--- src/rtl/lmt_pkg.sv ---
// shared types, constants and functions of the led matrix text renderer
// no dependencies; imported by every module of the block
`default_nettype none

package lmt_pkg;

    // strip geometry
    localparam int COLUMNS = 22;
    localparam int ROWS    = 5;
    localparam int GLYPH_W = 5;
    localparam int DOTS    = ROWS * GLYPH_W;

    // width of an on-strip column value
    localparam int COL_W = $clog2(COLUMNS + 1);

    // led index field width and per-row index step, wrapping at 7 bits
    localparam int IDX_W = 7;
    localparam logic [IDX_W-1:0] ROW_STEP = IDX_W'(COLUMNS % 128);

    // register widths and reset values
    localparam int OFS_W = 11;
    localparam int LVL_W = 8;
    localparam logic [OFS_W-1:0] START_OFFSET_RST   = '0;
    localparam logic [LVL_W-1:0] LIT_BRIGHTNESS_RST = 8'd128;

    // register indexes on the configuration port
    localparam logic REG_START_OFFSET   = 1'b0;
    localparam logic REG_LIT_BRIGHTNESS = 1'b1;

    // character codes and placement steps
    localparam logic [7:0] SPACE_CODE = 8'd32;
    localparam int SPACE_ADV = 4;
    localparam int GLYPH_GAP = 2;

    // one rendering job passed from the front to the back
    typedef struct packed {
        logic [DOTS-1:0]  glyph;
        logic [2:0]       col_lo;
        logic [2:0]       col_hi;
        logic [COL_W-1:0] xc_lo;
    } lmt_job_t;

    // saturate an 18-bit signed value to the signed 16-bit range
    function automatic logic signed [15:0] sat16(input logic signed [17:0] v);
        logic signed [15:0] r;
        if (v > 18'sd32767) begin
            r = 16'sh7FFF;
        end else if (v < -18'sd32768) begin
            r = 16'sh8000;
        end else begin
            r = v[15:0];
        end
        return r;
    endfunction

    // fixed 5x5 glyph rom, lsb first, row-major
    function automatic logic [DOTS-1:0] glyph_rom(input logic [7:0] code);
        logic [DOTS-1:0] g;
        case (code)
            8'd65:   g = 25'h118FE2E; // A
            8'd66:   g = 25'h0F8BE2F;
            8'd67:   g = 25'h1E0843E;
            8'd68:   g = 25'h0F8C62F;
            8'd69:   g = 25'h1F0BC3F;
            8'd70:   g = 25'h010BC3F;
            8'd71:   g = 25'h1EC862E;
            8'd72:   g = 25'h118FE31;
            8'd73:   g = 25'h0108421;
            8'd74:   g = 25'h0E8C210;
            8'd33:   g = 25'h0100421; // !
            8'd75:   g = 25'h0928CA9;
            8'd76:   g = 25'h1F08421;
            8'd77:   g = 25'h118D771;
            8'd78:   g = 25'h11CD671;
            8'd79:   g = 25'h0E8C62E;
            8'd80:   g = 25'h010BE2F;
            8'd81:   g = 25'h164C62E;
            8'd82:   g = 25'h118BE2F;
            8'd83:   g = 25'h0F8383E;
            8'd84:   g = 25'h042109F;
            8'd85:   g = 25'h0E8C631;
            8'd86:   g = 25'h0454631;
            8'd88:   g = 25'h1151151;
            8'd89:   g = 25'h0421151;
            8'd90:   g = 25'h1F1111F; // Z
            8'd48:   g = 25'h0F4A52F; // 0
            8'd49:   g = 25'h0210843;
            8'd50:   g = 25'h0F0BD0F;
            8'd51:   g = 25'h0F43D0F;
            8'd52:   g = 25'h0843D29;
            8'd53:   g = 25'h0F43C2F;
            8'd54:   g = 25'h0F4BC2F;
            8'd55:   g = 25'h084210F;
            8'd56:   g = 25'h0F4BD2F;
            8'd57:   g = 25'h0843D2F; // 9
            8'd58:   g = 25'h0008020; // :
            8'd46:   g = 25'h0100000; // .
            8'd47:   g = 25'h0011100; // /
            8'd176:  g = 25'h0001926;
            8'd133:  g = 25'h097A4C6;
            8'd132:  g = 25'h097A4C9;
            8'd150:  g = 25'h064A4C9;
            default: g = '0;
        endcase
        return g;
    endfunction

endpackage

`default_nettype wire

--- src/rtl/led_matrix_text_renderer.sv ---
// top level of the led matrix text renderer: register port, front, queue, back
// depends on lmt_pkg, lmt_front, lmt_queue, lmt_back
//
// channel   direction  fields
// s_        in         tdata[7:0] char_code, tuser text_start
// m_        out        tdata[6:0] led_index, tdata[14:7] blue_level, tlast last_write
// apb       in/out     reg 0 start_offset at 0x0, reg 1 lit_brightness at 0x4
//
// a character is accepted while the job queue has room; its pixel writes then
// leave one per cycle while m_tready is high, up to 25 (5 rows times the
// on-strip glyph columns), paced by the back part's dot walker. a space or a
// fully off-strip glyph yields no write. a two-entry job queue lets the input
// run two jobs ahead of a stalled output. reset is synchronous, active low.
`default_nettype none

module led_matrix_text_renderer (
    input  wire logic        aclk,
    input  wire logic        aresetn,
    input  wire logic        s_tvalid,
    output logic             s_tready,
    input  wire logic [7:0]  s_tdata,   // [7:0] char_code
    input  wire logic        s_tuser,   // [0] text_start
    output logic             m_tvalid,
    input  wire logic        m_tready,
    output logic [15:0]      m_tdata,   // [6:0] led_index, [14:7] blue_level
    output logic             m_tlast,   // last_write
    input  wire logic        psel,
    input  wire logic        penable,
    input  wire logic        pwrite,
    input  wire logic [2:0]  paddr,
    input  wire logic [31:0] pwdata,
    output logic [31:0]      prdata,
    output logic             pready
);
    import lmt_pkg::*;

    logic [OFS_W-1:0] start_offset_reg;
    logic [LVL_W-1:0] lit_brightness_reg;
    logic             wr_en;

    logic     fq_valid, fq_ready, qb_valid, qb_ready;
    lmt_job_t fq_job, qb_job;

    // register port
    assign pready = 1'b1;
    assign wr_en  = psel && penable && pwrite && pready;

    always_ff @(posedge aclk) begin
        if (!aresetn) begin
            start_offset_reg   <= START_OFFSET_RST;
            lit_brightness_reg <= LIT_BRIGHTNESS_RST;
        end else if (wr_en) begin
            case (paddr[2])
                REG_START_OFFSET:   start_offset_reg   <= pwdata[OFS_W-1:0];
                REG_LIT_BRIGHTNESS: lit_brightness_reg <= pwdata[LVL_W-1:0];
                default: ;
            endcase
        end
    end

    // read mux
    always_comb begin
        case (paddr[2])
            REG_START_OFFSET:   prdata = 32'(start_offset_reg);
            REG_LIT_BRIGHTNESS: prdata = 32'(lit_brightness_reg);
            default:            prdata = '0;
        endcase
    end

    lmt_front u_front (
        .aclk         (aclk),
        .aresetn      (aresetn),
        .s_tvalid     (s_tvalid),
        .s_tready     (s_tready),
        .s_tdata      (s_tdata),
        .s_tuser      (s_tuser),
        .start_offset (start_offset_reg),
        .job_valid    (fq_valid),
        .job_ready    (fq_ready),
        .job          (fq_job)
    );

    lmt_queue u_queue (
        .aclk      (aclk),
        .aresetn   (aresetn),
        .in_valid  (fq_valid),
        .in_ready  (fq_ready),
        .in_job    (fq_job),
        .out_valid (qb_valid),
        .out_ready (qb_ready),
        .out_job   (qb_job)
    );

    lmt_back u_back (
        .aclk           (aclk),
        .aresetn        (aresetn),
        .job_valid      (qb_valid),
        .job_ready      (qb_ready),
        .job            (qb_job),
        .lit_brightness (lit_brightness_reg),
        .m_tvalid       (m_tvalid),
        .m_tready       (m_tready),
        .m_tdata        (m_tdata),
        .m_tlast        (m_tlast)
    );

endmodule

`default_nettype wire

--- src/rtl/lmt_front.sv ---
// front part: accepts characters, updates pen and highest column, builds jobs
// depends on lmt_pkg
`default_nettype none

module lmt_front (
    input  wire logic                        aclk,
    input  wire logic                        aresetn,
    input  wire logic                        s_tvalid,
    output logic                             s_tready,
    input  wire logic [7:0]                  s_tdata,   // [7:0] char_code
    input  wire logic                        s_tuser,   // [0] text_start
    input  wire logic [lmt_pkg::OFS_W-1:0]   start_offset,
    output logic                             job_valid,
    input  wire logic                        job_ready,
    output lmt_pkg::lmt_job_t                job
);
    import lmt_pkg::*;

    logic signed [15:0] pen_reg, pen_next;
    logic signed [15:0] high_reg, high_next;

    logic signed [15:0] p0, h0, h1;
    logic signed [17:0] cand;
    logic signed [17:0] xc [GLYPH_W];
    logic [GLYPH_W-1:0] col_valid;
    logic [GLYPH_W-1:0] col_lit;
    logic [DOTS-1:0]    g;
    logic [2:0]         max_col, lo, hi;
    logic               accept, is_space;

    localparam logic signed [17:0] COLS_S = 18'(COLUMNS);

    assign s_tready = job_ready;
    assign accept   = s_tvalid && s_tready;
    assign g        = glyph_rom(s_tdata);
    assign is_space = (s_tdata == SPACE_CODE);

    // starting pen and highest column, optionally reloaded
    assign p0 = s_tuser ? 16'(signed'(start_offset)) : pen_reg;
    assign h0 = s_tuser ? 16'(signed'(start_offset)) : high_reg;

    // lit columns of the glyph and the rightmost one
    always_comb begin
        col_lit = '0;
        for (int c = 0; c < GLYPH_W; c++) begin
            for (int r = 0; r < ROWS; r++) begin
                col_lit[c] = col_lit[c] | g[r*GLYPH_W + c];
            end
        end
        max_col = '0;
        for (int c = 0; c < GLYPH_W; c++) begin
            if (col_lit[c]) max_col = 3'(c);
        end
    end

    // on-strip columns and their range
    always_comb begin
        lo = '0;
        hi = '0;
        for (int c = 0; c < GLYPH_W; c++) begin
            xc[c]        = 18'(p0) + 18'(c);
            col_valid[c] = (xc[c] >= 18'sd0) && (xc[c] < COLS_S);
        end
        for (int c = GLYPH_W - 1; c >= 0; c--) begin
            if (col_valid[c]) lo = 3'(c);
        end
        for (int c = 0; c < GLYPH_W; c++) begin
            if (col_valid[c]) hi = 3'(c);
        end
    end

    // placement update
    always_comb begin
        cand = 18'(p0) + 18'(max_col);
        if (is_space) begin
            h1       = sat16(18'(h0) + 18'(SPACE_ADV));
            pen_next = h1;
        end else begin
            h1 = ((|col_lit) && (cand > 18'(h0))) ? sat16(cand) : h0;
            pen_next = (h1 >= p0) ? sat16(18'(h1) + 18'(GLYPH_GAP)) : p0;
        end
        high_next = h1;
    end

    // job for the back part
    always_comb begin
        job.glyph  = g;
        job.col_lo = lo;
        job.col_hi = hi;
        job.xc_lo  = COL_W'(18'(p0) + 18'(lo));
        job_valid  = s_tvalid && !is_space && (|col_valid);
    end

    // placement state
    always_ff @(posedge aclk) begin
        if (!aresetn) begin
            pen_reg  <= '0;
            high_reg <= '0;
        end else if (accept) begin
            pen_reg  <= pen_next;
            high_reg <= high_next;
        end
    end

endmodule

`default_nettype wire

--- src/rtl/lmt_queue.sv ---
// two-entry job queue between the front and the back part
// depends on lmt_pkg
`default_nettype none

module lmt_queue (
    input  wire logic              aclk,
    input  wire logic              aresetn,
    input  wire logic              in_valid,
    output logic                   in_ready,
    input  wire lmt_pkg::lmt_job_t in_job,
    output logic                   out_valid,
    input  wire logic              out_ready,
    output lmt_pkg::lmt_job_t      out_job
);
    import lmt_pkg::*;

    lmt_job_t   entry_reg [2];
    logic       wr_ptr_reg, rd_ptr_reg;
    logic [1:0] count_reg, count_next;
    logic       push, pop;

    assign in_ready  = (count_reg != 2'd2);
    assign out_valid = (count_reg != 2'd0);
    assign out_job   = entry_reg[rd_ptr_reg];
    assign push      = in_valid && in_ready;
    assign pop       = out_valid && out_ready;

    // occupancy
    always_comb begin
        count_next = count_reg;
        if (push && !pop) count_next = count_reg + 2'd1;
        if (pop && !push) count_next = count_reg - 2'd1;
    end

    // pointers and count
    always_ff @(posedge aclk) begin
        if (!aresetn) begin
            wr_ptr_reg <= 1'b0;
            rd_ptr_reg <= 1'b0;
            count_reg  <= '0;
        end else begin
            if (push) wr_ptr_reg <= !wr_ptr_reg;
            if (pop)  rd_ptr_reg <= !rd_ptr_reg;
            count_reg <= count_next;
        end
    end

    // entry storage
    always_ff @(posedge aclk) begin
        if (push) entry_reg[wr_ptr_reg] <= in_job;
    end

endmodule

`default_nettype wire

--- src/rtl/lmt_back.sv ---
// back part: walks the on-strip dots of a job and issues pixel writes
// depends on lmt_pkg
`default_nettype none

module lmt_back (
    input  wire logic                      aclk,
    input  wire logic                      aresetn,
    input  wire logic                      job_valid,
    output logic                           job_ready,
    input  wire lmt_pkg::lmt_job_t         job,
    input  wire logic [lmt_pkg::LVL_W-1:0] lit_brightness,
    output logic                           m_tvalid,
    input  wire logic                      m_tready,
    output logic [15:0]                    m_tdata,   // [6:0] led_index, [14:7] blue_level
    output logic                           m_tlast    // last_write
);
    import lmt_pkg::*;

    lmt_job_t         job_reg;
    logic             busy_reg;
    logic [2:0]       row_reg, col_reg;
    logic [COL_W-1:0] xc_reg;
    logic [IDX_W-1:0] base_reg;
    logic             m_tvalid_reg;
    logic [15:0]      m_tdata_reg;
    logic             m_tlast_reg;

    logic             step, last, load;
    logic [COL_W-1:0] pos;
    logic [4:0]       dot;
    logic [IDX_W-1:0] idx;
    logic [LVL_W-1:0] blue;

    localparam logic [COL_W-1:0] COL_MAX = COL_W'(COLUMNS - 1);
    localparam logic [2:0]       ROW_LAST = 3'(ROWS - 1);

    assign step      = busy_reg && (!m_tvalid_reg || m_tready);
    assign last      = (row_reg == ROW_LAST) && (col_reg == job_reg.col_hi);
    assign load      = !busy_reg || (step && last);
    assign job_ready = load;

    // current pixel
    always_comb begin
        pos  = row_reg[0] ? (COL_MAX - xc_reg) : xc_reg;
        idx  = base_reg + IDX_W'(pos);
        dot  = 5'({row_reg, 2'b00}) + 5'(row_reg) + 5'(col_reg);
        blue = job_reg.glyph[dot] ? lit_brightness : '0;
    end

    // dot walker
    always_ff @(posedge aclk) begin
        if (!aresetn) begin
            busy_reg <= 1'b0;
        end else if (load) begin
            busy_reg <= job_valid;
        end
    end

    always_ff @(posedge aclk) begin
        if (load && job_valid) begin
            job_reg  <= job;
            row_reg  <= '0;
            col_reg  <= job.col_lo;
            xc_reg   <= job.xc_lo;
            base_reg <= '0;
        end else if (step) begin
            if (col_reg == job_reg.col_hi) begin
                row_reg  <= row_reg + 3'd1;
                col_reg  <= job_reg.col_lo;
                xc_reg   <= job_reg.xc_lo;
                base_reg <= base_reg + ROW_STEP;
            end else begin
                col_reg <= col_reg + 3'd1;
                xc_reg  <= xc_reg + COL_W'(1);
            end
        end
    end

    // output register
    always_ff @(posedge aclk) begin
        if (!aresetn) begin
            m_tvalid_reg <= 1'b0;
        end else if (step) begin
            m_tvalid_reg <= 1'b1;
        end else if (m_tready) begin
            m_tvalid_reg <= 1'b0;
        end
    end

    always_ff @(posedge aclk) begin
        if (step) begin
            m_tdata_reg <= {1'b0, blue, idx};
            m_tlast_reg <= last;
        end
    end

    assign m_tvalid = m_tvalid_reg;
    assign m_tdata  = m_tdata_reg;
    assign m_tlast  = m_tlast_reg;

endmodule

`default_nettype wire
--- config.mk ---
export PLATFORM = sky130hd
export DESIGN_NAME = led_matrix_text_renderer
export DESIGN_NICKNAME = d
export VERILOG_FILES = /design/src/rtl/lmt_pkg.sv /design/src/rtl/led_matrix_text_renderer.sv /design/src/rtl/lmt_front.sv /design/src/rtl/lmt_queue.sv /design/src/rtl/lmt_back.sv
export SDC_FILE = /design/constraint.sdc
export NUM_CORES = 1
export LEC_CHECK = 0
export ABC_CLOCK_PERIOD_IN_PS = 10750
export BUFFER_PORTS_ARGS = -buffer_cell sky130_fd_sc_hd__buf_2
export CAP_MARGIN = 20
export CORE_AREA = 5 5 248 250
export CTS_BUF_LIST = sky130_fd_sc_hd__clkbuf_16
export DETAILED_ROUTE_END_ITERATION = 16
export DIE_AREA = 0 0 253 255
export GPL_TIMING_DRIVEN = 0
export PLACE_DENSITY = 0.43
export SETUP_SLACK_MARGIN = 0.02
export SYNTH_ARGS = -nofsm -noshare
export SYNTH_HDL_FRONTEND = slang
export SYNTH_HIERARCHICAL = 1
export SYNTH_SLANG_ARGS = --single-unit
--- constraint.sdc ---
create_clock -name aclk -period 10.75 [get_ports aclk]
set_input_delay 1.075 -clock aclk [delete_from_list [all_inputs] [get_ports aclk]]
set_output_delay 1.075 -clock aclk [all_outputs]
set_load 0.02 [all_outputs]
==> impl_metrics.prom, run 1 <==
# TYPE chip_impl_metric gauge
chip_impl_info{name="run_status",value="finished clean"} 1
chip_impl_metric{name="slowest_delay",unit="ns"} 0.79
chip_impl_info{name="timing.critical_path.from_type",value="input pin"} 1
chip_impl_info{name="timing.setup.critical_path_class",value="input pin to register"} 1
chip_impl_info{name="worst_path_max_delay_cell",value="o21ai_0"} 1
chip_impl_metric{name="timing.critical_path.fanout_max",unit=""} 10
chip_impl_metric{name="layout-drive-gt1-share",unit=""} 0.165
chip_impl_metric{name="diodes",unit=""} 0
chip_impl_metric{name="rows",unit=""} 89
chip_impl_metric{name="io_buffer_count",unit=""} 56
chip_impl_info{name="worst_setup_path_end_kind",value="register"} 1
chip_impl_metric{name="hold_violations",unit=""} 0
chip_impl_info{name="layout_commonest_cell",value="nand2_1"} 1
chip_impl_metric{name="maximum_number_of_pins_on_one_net_before_global_route_repair",unit=""} 46
chip_impl_metric{name="numCtsBuffers",unit=""} 17
chip_impl_metric{name="layout_min_cycle_time",unit="ns"} 10.17
chip_impl_metric{name="timing.final.crit_share",unit=""} 0.946
chip_impl_metric{name="remaining_drc_errors",unit=""} 0
chip_impl_metric{name="clkLatencyLatePin",unit="ns"} 0.48
chip_impl_metric{name="post_cts_hold_buffer_count",unit=""} 0
chip_impl_metric{name="largest_register_ffs",unit=""} 72
chip_impl_metric{name="finalCoreUtilization",unit=""} 0.284
chip_impl_metric{name="postLayoutCellArea",unit="µm²"} 16700
chip_impl_metric{name="post_synthesis_cell_area",unit="µm²"} 14600
chip_impl_metric{name="final-setup-viol-count",unit=""} 0
chip_impl_metric{name="max_clock_freq",unit="MHz"} 98.3
chip_impl_metric{name="yosysUniqueCellTypes",unit=""} 110
chip_impl_metric{name="design.final.nets",unit=""} 1798
chip_impl_metric{name="first_global_vias",unit=""} 12346
chip_impl_metric{name="floorplan.die.height",unit="µm"} 255
chip_impl_info{name="clock_tree_from_tritoncts",value="yes"} 1
chip_impl_metric{name="drt_first_iter_violations",unit=""} 987
chip_impl_metric{name="worst_slew_pin_slew",unit="ns"} 1.16
chip_impl_metric{name="routedWlPerCell",unit="µm"} 21.0
chip_impl_metric{name="route.final.wire_length",unit="µm"} 51800
chip_impl_metric{name="count_of_nets_left_with_antenna_violations_after_detail_routing",unit=""} 0
chip_impl_metric{name="gp_congestion",unit=""} 0.949
chip_impl_metric{name="synth-edff-count",unit=""} 132
chip_impl_metric{name="grt_remaining_overflow",unit=""} 0
chip_impl_metric{name="worst-endpoint-required",unit="ns"} 11.09
chip_impl_metric{name="cts_num_sinks",unit=""} 199
chip_impl_metric{name="core_area",unit="µm²"} 58800
chip_impl_metric{name="relSlewSlack",unit=""} 0.221
chip_impl_metric{name="area_growth",unit="%"} 14.4
chip_impl_metric{name="detailedPlacementHpwl",unit="µm"} 39800
chip_impl_metric{name="leakage_power_summed_over_all_cells",unit="µW"} 0.00645
chip_impl_info{name="synth-main-ff-cell",value="edfxtp_1"} 1
chip_impl_metric{name="number_of_register_bits_inferred_by_synthesis",unit=""} 199
chip_impl_metric{name="powerDensity",unit="nW/µm²"} 222
chip_impl_metric{name="die_span_in_x",unit="µm"} 253
chip_impl_metric{name="via_count",unit=""} 12722
chip_impl_metric{name="critical_path_arrival",unit="ns"} 10.52
chip_impl_metric{name="ctsHtreeMaxLevel",unit=""} 4
chip_impl_info{name="min-delay-path-class",value="register to register"} 1
chip_impl_metric{name="synth.yosys.warnings",unit=""} 6
chip_impl_metric{name="share_of_the_yosys_chip_area_belonging_to_registers",unit=""} 0.363
chip_impl_metric{name="fin_worst_hold_slack",unit="ns"} 0.485
chip_impl_info{name="critical-path-top-cell-by-count",value="a21oi_1"} 1
chip_impl_metric{name="placedInstanceArea",unit="µm²"} 16000
chip_impl_metric{name="maxSlewViolCount",unit=""} 0
chip_impl_metric{name="postSynthAreaPerCell",unit="µm²"} 9.27
chip_impl_metric{name="pin_count",unit=""} 103
chip_impl_metric{name="maxCapViolCount",unit=""} 0
chip_impl_metric{name="starting_density",unit=""} 0.248
chip_impl_metric{name="floorplan.die_area",unit="µm²"} 64500
chip_impl_metric{name="ctsLongestPathBuffers",unit=""} 2
chip_impl_metric{name="post_syn_instances",unit=""} 1575
chip_impl_info{name="grt_setup_unrepaired",value="false"} 1
chip_impl_metric{name="grt_usage",unit=""} 0.158
chip_impl_metric{name="power.ir.vdd_worst",unit="V"} 0.000133
chip_impl_metric{name="global_route_wire_length_before_repair",unit="µm"} 77500
chip_impl_info{name="clock-root-buffer",value="clkbuf_16"} 1
chip_impl_info{name="commonest_cells_after_routing_fill_and_taps_aside",value="149 x nand2_1, 138 x a21oi_1, 132 x edfxtp_1"} 1
chip_impl_metric{name="clkTransAtPathRegs",unit="ns"} 0.07
chip_impl_metric{name="vias_per_instance",unit=""} 5.17
chip_impl_metric{name="drtPass1Iterations",unit=""} 6
chip_impl_metric{name="clock_skew",unit="ns"} 0.0311
chip_impl_metric{name="grt_antenna_before_repair",unit=""} 2
chip_impl_metric{name="synthArstFlopShare",unit=""} 0
worst paths after layout:
kind              depth (start not counted)             startpoint               endpoint  slack, ns
hold / removal                            2  lit_brightness_reg[2]  lit_brightness_reg[2]       0.49
setup reg to reg                         32    start_offset_reg[2]     u_front/pen_reg[4]       2.01
setup / recovery                         42             s_tdata[2]     u_front/pen_reg[4]       0.58
hold reg to reg                           2  lit_brightness_reg[2]  lit_brightness_reg[2]       0.49
kinds of logic (layout without fill, tap and decap cells):
family | after synthesis | after routing | share of synthesized area
adder cells (fa/ha/maj) | 71 | 71 | 0.0634
flip-flops | 199 | 199 | 0.363
XOR/XNOR | 83 | 83 | 0.0498
buffers and inverters | 163 | 257 | 0.0570
AND/OR/NAND/NOR | 526 | 526 | 0.192
other | 3 | 23 | 0.000771
AO/OA/AOI/OAI | 417 | 417 | 0.185
multiplexers | 113 | 113 | 0.0889
critical path: cells and delay by family:
kind	cells	cell delay, ns
and+or+nand+nor	11	1.86
buffers and inverters	10	2.29
adders and majority gates	4	1.22
xor gates and xnor gates	1	0.28
AOI/OAI and AO/OA	16	3.79
through the flow:
step	std cells	power [µW]	TNS, ns	setup slack [ns]
6_report	2462	3700	0	0.579
5_1_grt	2462	3950	0	0.0271
4_1_cts	2459	3710	0	0.0558
3_3_place_gp	2424	2970	-13.57	-0.904
3_5_place_dp	2427	2990	-12.93	-0.876
2_1_floorplan	1595	2470	0	1.87
routing by layer:
metal  routed length [µm]  part of all wire  vias to the layer above  GRT usage
met5                   14           0.00027                        -          0
met4                 2120             0.041                        4     0.0688
met3                 3000             0.058                       88     0.0273
met2                23300              0.45                      444      0.246
met1                23400              0.45                     6190      0.216
li1                     -                 -                     5996          -
repair_timing:
action	4_1_cts	5_1_grt
pin swaps	0	1
gates resized for setup	3	15
setup endpoints to repair	16	16
buffers inserted	0	2
synthesized netlist by cell type, drive strengths merged, types with 32 or more instances:
master / n / share of area
nor3: 32 / 0.012
o21ai: 96 / 0.033
ha: 66 / 0.057
mux2i: 49 / 0.035
buf: 66 / 0.031
a21oi: 142 / 0.049
nor2b: 34 / 0.015
clkbuf: 45 / 0.012
nor2: 106 / 0.027
inv: 51 / 0.013
edfxtp: 132 / 0.27
nand3: 53 / 0.019
mux2: 59 / 0.046
xnor2: 62 / 0.037
dfxtp: 67 / 0.092
nand2: 150 / 0.039
final cells by class:
type | instances | area, µm²
timing repair buffer | 62 | 358
clock inverter | 15 | 208
sequential | 199 | 5310
tap | 773 | 967
buffer | 111 | 643
multi-input combinational | 1233 | 8600
inverter | 52 | 198
fill | 6330 | 42100
clock buffer | 17 | 425
power by group:
part / leakage [µW] / internal [µW] / switching [µW] / total (µW)
Clock: 0.000314 / 376 / 321 / 698
Combinational: 0.00433 / 704 / 1020 / 1730
Sequential: 0.00181 / 1170 / 111 / 1280
No activity file was read; power rests on OpenSTA's default activity.
==> run 2, diff against run 1 <==
- CELL_PAD_IN_SITES_DETAIL_PLACEMENT: unset -> 1
- CELL_PAD_IN_SITES_GLOBAL_PLACEMENT: unset -> 2
- PLACE_DENSITY: 0.43 -> 0.59
==> run 2 against run 1 <==
Clock power decreased by 10%. Routed wire length increased by 9.0%. Design area decreased by 0.40%. Total power decreased by 1.6%. Critical endpoint unchanged. Global-route usage increased by 1.3 points. Combinational power about the same. First-iteration DRC count decreased by 20%. Via count decreased by 0.44%. Largest power group unchanged.
==> impl_metrics.prom, run 2 (same netlist as run 1, synthesis figures left out) <==
# TYPE chip_impl_metric gauge
chip_impl_info{name="holdPathEnd",value="lit_brightness_reg[4]"} 1
chip_impl_metric{name="remaining_drc_errors",unit=""} 0
chip_impl_metric{name="cellInternalPower",unit="µW"} 2170
chip_impl_metric{name="floorplan.die_area",unit="µm²"} 64500
chip_impl_metric{name="io_buffer_count",unit=""} 56
chip_impl_metric{name="ctsHtreeMaxLevel",unit=""} 4
chip_impl_metric{name="core_area",unit="µm²"} 58800
chip_impl_metric{name="numCtsBuffers",unit=""} 17
chip_impl_metric{name="layout-drive-gt1-share",unit=""} 0.166
chip_impl_metric{name="hold_violations",unit=""} 0
chip_impl_metric{name="floorplan.die.height",unit="µm"} 255
chip_impl_info{name="min-delay-path-class",value="register to register"} 1
chip_impl_metric{name="routedWlPerCell",unit="µm"} 22.9
chip_impl_metric{name="first_global_vias",unit=""} 12895
chip_impl_metric{name="number_of_inserted_filler_cells_in_the_final_layout",unit=""} 6835
chip_impl_metric{name="leakage_power_summed_over_all_cells",unit="µW"} 0.00643
chip_impl_metric{name="worst_slew_pin_slew",unit="ns"} 1.12
chip_impl_metric{name="timing.final.crit_share",unit=""} 0.948
chip_impl_metric{name="maxCapViolCount",unit=""} 0
chip_impl_metric{name="combPwrFrac",unit=""} 0.476
chip_impl_info{name="worst_setup_path_end_kind",value="register"} 1
chip_impl_metric{name="route.final.wire_length",unit="µm"} 56500
chip_impl_info{name="hold_path.startpoint",value="lit_brightness_reg[4]"} 1
chip_impl_metric{name="slowest_delay",unit="ns"} 0.48
chip_impl_metric{name="reg2reg_setup_slack",unit="ns"} 1.91
chip_impl_metric{name="max_clock_freq",unit="MHz"} 98.1
chip_impl_info{name="clock_tree_from_tritoncts",value="yes"} 1
chip_impl_info{name="timing.critical_path.from_type",value="input pin"} 1
chip_impl_metric{name="pin_count",unit=""} 103
chip_impl_metric{name="timing.setup.tns",unit="ns"} 0
chip_impl_metric{name="largest_register_ffs",unit=""} 72
chip_impl_metric{name="relSlewSlack",unit=""} 0.247
chip_impl_metric{name="power.ir.vdd_worst",unit="V"} 0.000143
chip_impl_metric{name="p_sw_frac",unit=""} 0.405
chip_impl_metric{name="rows",unit=""} 89
chip_impl_metric{name="detailedPlacementHpwl",unit="µm"} 44300
chip_impl_metric{name="area_growth",unit="%"} 13.9
chip_impl_info{name="critical-path-top-cell-by-count",value="o21ai_0"} 1
chip_impl_metric{name="drtPass1Iterations",unit=""} 5
chip_impl_info{name="layout_commonest_cell",value="nand2_1"} 1
chip_impl_metric{name="timing.critical_path.fanout_max",unit=""} 10
chip_impl_metric{name="finalCoreUtilization",unit=""} 0.283
chip_impl_metric{name="design.final.nets",unit=""} 1800
chip_impl_metric{name="clkTransAtPathRegs",unit="ns"} 0.08
chip_impl_info{name="commonest_cells_after_routing_fill_and_taps_aside",value="149 x nand2_1, 138 x a21oi_1, 132 x edfxtp_1"} 1
chip_impl_info{name="timing.setup.critical_path_class",value="input pin to register"} 1
chip_impl_metric{name="powerDensity",unit="nW/µm²"} 219
chip_impl_metric{name="ctsLongestPathBuffers",unit=""} 2
chip_impl_metric{name="clkLatencyLatePin",unit="ns"} 0.48
chip_impl_metric{name="drt_first_iter_violations",unit=""} 785
chip_impl_metric{name="starting_density",unit=""} 0.248
chip_impl_metric{name="critical_path_arrival",unit="ns"} 10.60
chip_impl_metric{name="power.sequential.fraction",unit=""} 0.352
chip_impl_metric{name="vias_per_instance",unit=""} 5.14
chip_impl_metric{name="hold_path_depth",unit=""} 2
chip_impl_metric{name="cts_num_sinks",unit=""} 199
chip_impl_metric{name="portion_of_total_power_attributed_to_the_clock_network",unit=""} 0.172
chip_impl_metric{name="die_span_in_x",unit="µm"} 253
chip_impl_metric{name="count_of_nets_left_with_antenna_violations_after_detail_routing",unit=""} 0
chip_impl_metric{name="fin_total_pwr",unit="µW"} 3640
chip_impl_metric{name="maximum_number_of_pins_on_one_net_before_global_route_repair",unit=""} 46
chip_impl_metric{name="switchingPower",unit="µW"} 1470
chip_impl_metric{name="maxSlewViolCount",unit=""} 0
chip_impl_metric{name="worst-endpoint-required",unit="ns"} 11.16
chip_impl_info{name="critical_path.reg2reg.endpoint",value="u_front/pen_reg[4]"} 1
chip_impl_metric{name="final-setup-viol-count",unit=""} 0
chip_impl_metric{name="diodes",unit=""} 0
chip_impl_info{name="run_status",value="finished clean"} 1
chip_impl_metric{name="r2r_cells",unit=""} 32
chip_impl_metric{name="via_count",unit=""} 12666
chip_impl_metric{name="global_route_wire_length_before_repair",unit="µm"} 83600
chip_impl_metric{name="gp_congestion",unit=""} 0.861
chip_impl_metric{name="fin_worst_hold_slack",unit="ns"} 0.481
chip_impl_metric{name="grt_antenna_before_repair",unit=""} 0
chip_impl_metric{name="grt_usage",unit=""} 0.171
chip_impl_metric{name="clock_skew",unit="ns"} 0.0276
chip_impl_metric{name="layout_min_cycle_time",unit="ns"} 10.19
chip_impl_info{name="grt_setup_unrepaired",value="false"} 1
chip_impl_info{name="r2r-start",value="start_offset_reg[2]"} 1
chip_impl_info{name="worst_path_max_delay_cell",value="xor2_1"} 1
chip_impl_metric{name="grt_remaining_overflow",unit=""} 0
chip_impl_info{name="clock-root-buffer",value="clkbuf_16"} 1
[run 2: area by class of cell]
class	instances	area, µm²	share of cell area
multi-input combinational	1233	8590	0.517
sequential	199	5310	0.319
tap	773	967	0.0582
buffer	111	644	0.0387
clock buffer	17	425	0.0256
timing repair buffer	64	360	0.0217
inverter	52	198	0.0119
clock inverter	15	141	0.00850
[run 2: metrics by stage]
| stage | instances | cell area [µm²] | setup WS, ns |
|---|---|---|---|
| 2_1_floorplan | 1595 | 14700 | 1.87 |
| 3_3_place_gp | 2424 | 15900 | -0.943 |
| 3_5_place_dp | 2429 | 16000 | -0.934 |
| 4_1_cts | 2461 | 16600 | 0.0467 |
| 5_1_grt | 2464 | 16600 | 0.0355 |
| 6_report | 2464 | 16600 | 0.556 |
[run 2: repair_timing]
action                                 4_1_cts  5_1_grt
endpoints found under the hold margin        0        0
pin swaps                                    0        1
setup buffers                                0        2
cloned                                       0        0
resized for setup                            5       16
setup endpoints to repair                   16       16
hold buffers                                 0        0
[run 2: power by group through the flow]
| stage | sequential [µW] | clock [µW] | combinational, µW |
|---|---|---|---|
| floorplan | 1280 | 0 | 1180 |
| global route | 1310 | 681 | 1890 |
| finish | 1280 | 625 | 1740 |
| detailed placement | 1300 | 0 | 1730 |
| global placement | 1300 | 0 | 1700 |
| CTS | 1290 | 651 | 1750 |
[run 2: worst max path at each step]
| stage | end | slack (ns) | startpoint |
|---|---|---|---|
| 2_1_floorplan | u_front/pen_reg[1] | 1.87 | s_tdata[1] |
| 3_3_place_gp | u_front/pen_reg[1] | -0.94 | s_tdata[1] |
| 3_5_place_dp | u_front/pen_reg[2] | -0.93 | s_tdata[1] |
| 4_1_cts | u_front/pen_reg[2] | 0.05 | s_tdata[1] |
| 5_1_grt | u_front/pen_reg[4] | 0.04 | s_tdata[4] |
| 6_report | u_front/pen_reg[4] | 0.56 | s_tdata[2] |
[run 2: metal layers]
| layer | GRT usage | vias up | part of all wire |
|---|---|---|---|
| li1 | - | 5990 | - |
| met1 | 0.232 | 6393 | 0.47 |
| met2 | 0.288 | 229 | 0.48 |
| met3 | 0.0243 | 54 | 0.031 |
| met4 | 0.0429 | 0 | 0.019 |
| met5 | 0 | - | 0 |
[run 2: critical path, delay by kind of cell]
kind / cells / cell delay [ns]
buf+inv: 9 / 1.85
compound gates: 19 / 4.51
simple gates: 8 / 1.61
fa+ha+maj: 3 / 1.03
xor+xnor: 1 / 0.48
==> run 3, diff against run 2 <==
- CORE_AREA: 5 5 248 250 -> 5 5 227 229
- DIE_AREA: 0 0 253 255 -> 0 0 232 234
- PLACE_DENSITY: 0.59 -> 0.67
==> run 3 against run 2 <==
Combinational power is essentially flat. Register-to-register slack gained 0.07 ns. Via count is essentially flat. Highest routed layer unchanged. Die area shrank 16%. Worst hold slack gained 0.0041 ns. Clock-buffer cell count is the same. Design area shrank 0.81%. Global-route usage grew 2.3 points. Total power shrank 0.22%.
==> impl_metrics.prom, run 3 (same netlist as run 1, synthesis figures left out) <==
# TYPE chip_impl_metric gauge
chip_impl_metric{name="p_sw_frac",unit=""} 0.399
chip_impl_metric{name="via_count",unit=""} 12671
chip_impl_info{name="layout_commonest_cell",value="nand2_1"} 1
chip_impl_metric{name="die_span_in_x",unit="µm"} 232
chip_impl_metric{name="layout_min_cycle_time",unit="ns"} 10.24
chip_impl_metric{name="power.sequential.fraction",unit=""} 0.353
chip_impl_metric{name="critical_path_arrival",unit="ns"} 10.63
chip_impl_metric{name="maximum_number_of_pins_on_one_net_before_global_route_repair",unit=""} 46
chip_impl_metric{name="cellInternalPower",unit="µW"} 2180
chip_impl_metric{name="hold_violations",unit=""} 0
chip_impl_info{name="min-delay-path-class",value="register to register"} 1
chip_impl_metric{name="detailedPlacementHpwl",unit="µm"} 41700
chip_impl_metric{name="max_clock_freq",unit="MHz"} 97.7
chip_impl_metric{name="global_route_wire_length_before_repair",unit="µm"} 80500
chip_impl_metric{name="portion_of_total_power_attributed_to_the_clock_network",unit=""} 0.171
chip_impl_metric{name="area_growth",unit="%"} 13.0
chip_impl_metric{name="leakage_power_summed_over_all_cells",unit="µW"} 0.00644
chip_impl_metric{name="design.final.nets",unit=""} 1797
chip_impl_metric{name="timing.critical_path.fanout_max",unit=""} 10
chip_impl_info{name="commonest_cells_after_routing_fill_and_taps_aside",value="149 x nand2_1, 138 x a21oi_1, 132 x edfxtp_1"} 1
chip_impl_metric{name="ctsHtreeMaxLevel",unit=""} 4
chip_impl_metric{name="maxSlewViolCount",unit=""} 0
chip_impl_metric{name="drtPass1Iterations",unit=""} 5
chip_impl_metric{name="combPwrFrac",unit=""} 0.477
chip_impl_metric{name="post_cts_hold_buffer_count",unit=""} 0
chip_impl_metric{name="count_of_nets_left_with_antenna_violations_after_detail_routing",unit=""} 0
chip_impl_metric{name="switchingPower",unit="µW"} 1450
chip_impl_metric{name="gp_congestion",unit=""} 0.917
chip_impl_info{name="grt_setup_unrepaired",value="true"} 1
chip_impl_metric{name="layout-drive-gt1-share",unit=""} 0.165
chip_impl_metric{name="relSlewSlack",unit=""} 0.260
chip_impl_metric{name="timing.final.crit_share",unit=""} 0.952
chip_impl_info{name="worst_path_max_delay_cell",value="mux2i_1"} 1
chip_impl_info{name="clock-root-buffer",value="clkbuf_16"} 1
chip_impl_metric{name="grt_antenna_before_repair",unit=""} 0
chip_impl_metric{name="worst_slew_pin_slew",unit="ns"} 1.10
chip_impl_info{name="critical-path-top-cell-by-count",value="a21o_1"} 1
chip_impl_metric{name="layout.cells.non_filler",unit=""} 2360
chip_impl_metric{name="largest_register_ffs",unit=""} 72
chip_impl_metric{name="preCtsSetupSlack",unit="ns"} -0.813
chip_impl_metric{name="power.ir.vdd_worst",unit="V"} 0.0000882
chip_impl_metric{name="cts_num_sinks",unit=""} 199
chip_impl_info{name="clock_tree_from_tritoncts",value="yes"} 1
chip_impl_metric{name="remaining_drc_errors",unit=""} 0
chip_impl_metric{name="route.final.wire_length",unit="µm"} 54100
chip_impl_metric{name="cell_count_post_placement",unit=""} 2325
chip_impl_info{name="run_status",value="finished clean"} 1
chip_impl_metric{name="finalCoreUtilization",unit=""} 0.334
chip_impl_metric{name="worst-endpoint-required",unit="ns"} 11.14
chip_impl_metric{name="floorplan.die_area",unit="µm²"} 54300
chip_impl_metric{name="first_global_vias",unit=""} 12783
chip_impl_metric{name="timing.final.ws_setup",unit="ns"} 0.511
chip_impl_info{name="timing.setup.critical_path_class",value="input pin to register"} 1
chip_impl_metric{name="placedInstanceArea",unit="µm²"} 15800
chip_impl_metric{name="clock_skew",unit="ns"} 0.0222
chip_impl_metric{name="rows",unit=""} 82
chip_impl_metric{name="final-seq-area",unit="µm²"} 5310
chip_impl_metric{name="io_buffer_count",unit=""} 56
chip_impl_metric{name="grt_usage",unit=""} 0.194
chip_impl_metric{name="numCtsBuffers",unit=""} 17
chip_impl_metric{name="multi_input_comb_area",unit="µm²"} 8630
chip_impl_metric{name="clkTransAtPathRegs",unit="ns"} 0.08
chip_impl_metric{name="drt_first_iter_violations",unit=""} 877
chip_impl_metric{name="powerDensity",unit="nW/µm²"} 220
chip_impl_metric{name="clkLatencyLatePin",unit="ns"} 0.47
chip_impl_info{name="worst_setup_path_end_kind",value="register"} 1
chip_impl_info{name="timing.critical_path.from_type",value="input pin"} 1
chip_impl_metric{name="number_of_inserted_filler_cells_in_the_final_layout",unit=""} 5776
chip_impl_metric{name="starting_density",unit=""} 0.295
chip_impl_metric{name="postLayoutCellArea",unit="µm²"} 16500
chip_impl_metric{name="core_area",unit="µm²"} 49500
chip_impl_metric{name="grt_remaining_overflow",unit=""} 0
chip_impl_metric{name="pin_count",unit=""} 103
chip_impl_metric{name="vias_per_instance",unit=""} 5.37
chip_impl_metric{name="diodes",unit=""} 0
chip_impl_metric{name="fin_total_pwr",unit="µW"} 3640
chip_impl_metric{name="slowest_delay",unit="ns"} 0.66
chip_impl_metric{name="ctsLongestPathBuffers",unit=""} 2
chip_impl_metric{name="maxCapViolCount",unit=""} 0
chip_impl_metric{name="floorplan.die.height",unit="µm"} 234
chip_impl_metric{name="routedWlPerCell",unit="µm"} 22.9
chip_impl_metric{name="final-setup-viol-count",unit=""} 0
[run 3: changes by cell type in the layout (fill, tap and decap cells not counted), sizes merged]
cell	change
bufinv	+1
a211oi	+1
clkinv	-1
buf	-2
clkinvlp	+1
inv	-1
clkbuf	-2
[run 3: area by class of cell]
cell class                      count  share of cell area
Multi-Input combinational cell   1234               0.523
Sequential cell                   199               0.322
Tap cell                          672              0.0510
Buffer                            110              0.0388
Clock buffer                       17              0.0258
Timing Repair Buffer               61              0.0197
Inverter                           52              0.0120
Clock inverter                     15             0.00804
[run 3: through the flow]
stage,TNS (ns),hold WS [ns]
after floorplan,0,0.443
after global placement,-11.32,0.462
after detailed placement,-11.79,0.480
after CTS,0,0.491
after global routing,0,0.524
final,0,0.485
[run 3: power groups by stage]
stage	clock [µW]	sequential, µW	combinational [µW]
6_report	621	1280	1730
5_1_grt	679	1300	1890
4_1_cts	645	1280	1710
3_5_place_dp	0	1300	1690
3_3_place_gp	0	1290	1660
2_1_floorplan	0	1280	1180
[run 3: routing by layer]
metal	vias to the layer above	global-route usage	share of wire
met5	-	0	0
met4	0	0.0626	0.030
met3	80	0.0317	0.037
met2	303	0.314	0.47
met1	6310	0.267	0.47
li1	5978	-	-
[run 3: worst max-delay path, delay by kind of cell]
| kind | cells | cell delay (ns) |
|---|---|---|
| buffers and inverters | 6 | 1.39 |
| multiplexers | 1 | 0.66 |
| AO/OA/AOI/OAI | 19 | 4.28 |
| AND/OR/NAND/NOR | 8 | 2.02 |
| adder cells (fa/ha/maj) | 3 | 1.18 |
[run 3: final timing paths]
path | start | end | cells after the start | slack, ns
setup / recovery | s_tdata[2] | u_front/pen_reg[9] | 37 | 0.51
hold / removal | lit_brightness_reg[4] | lit_brightness_reg[4] | 2 | 0.49
setup reg to reg | start_offset_reg[2] | u_front/pen_reg[9] | 29 | 1.98
hold reg to reg | lit_brightness_reg[4] | lit_brightness_reg[4] | 2 | 0.49
[run 3: what timing repair did]
item | in CTS | in global routing
gates cloned | 0 | 1
endpoints found under the setup margin | 16 | 16
resized for setup | 3 | 22
setup buffers | 0 | 2
pin swaps | 0 | 1
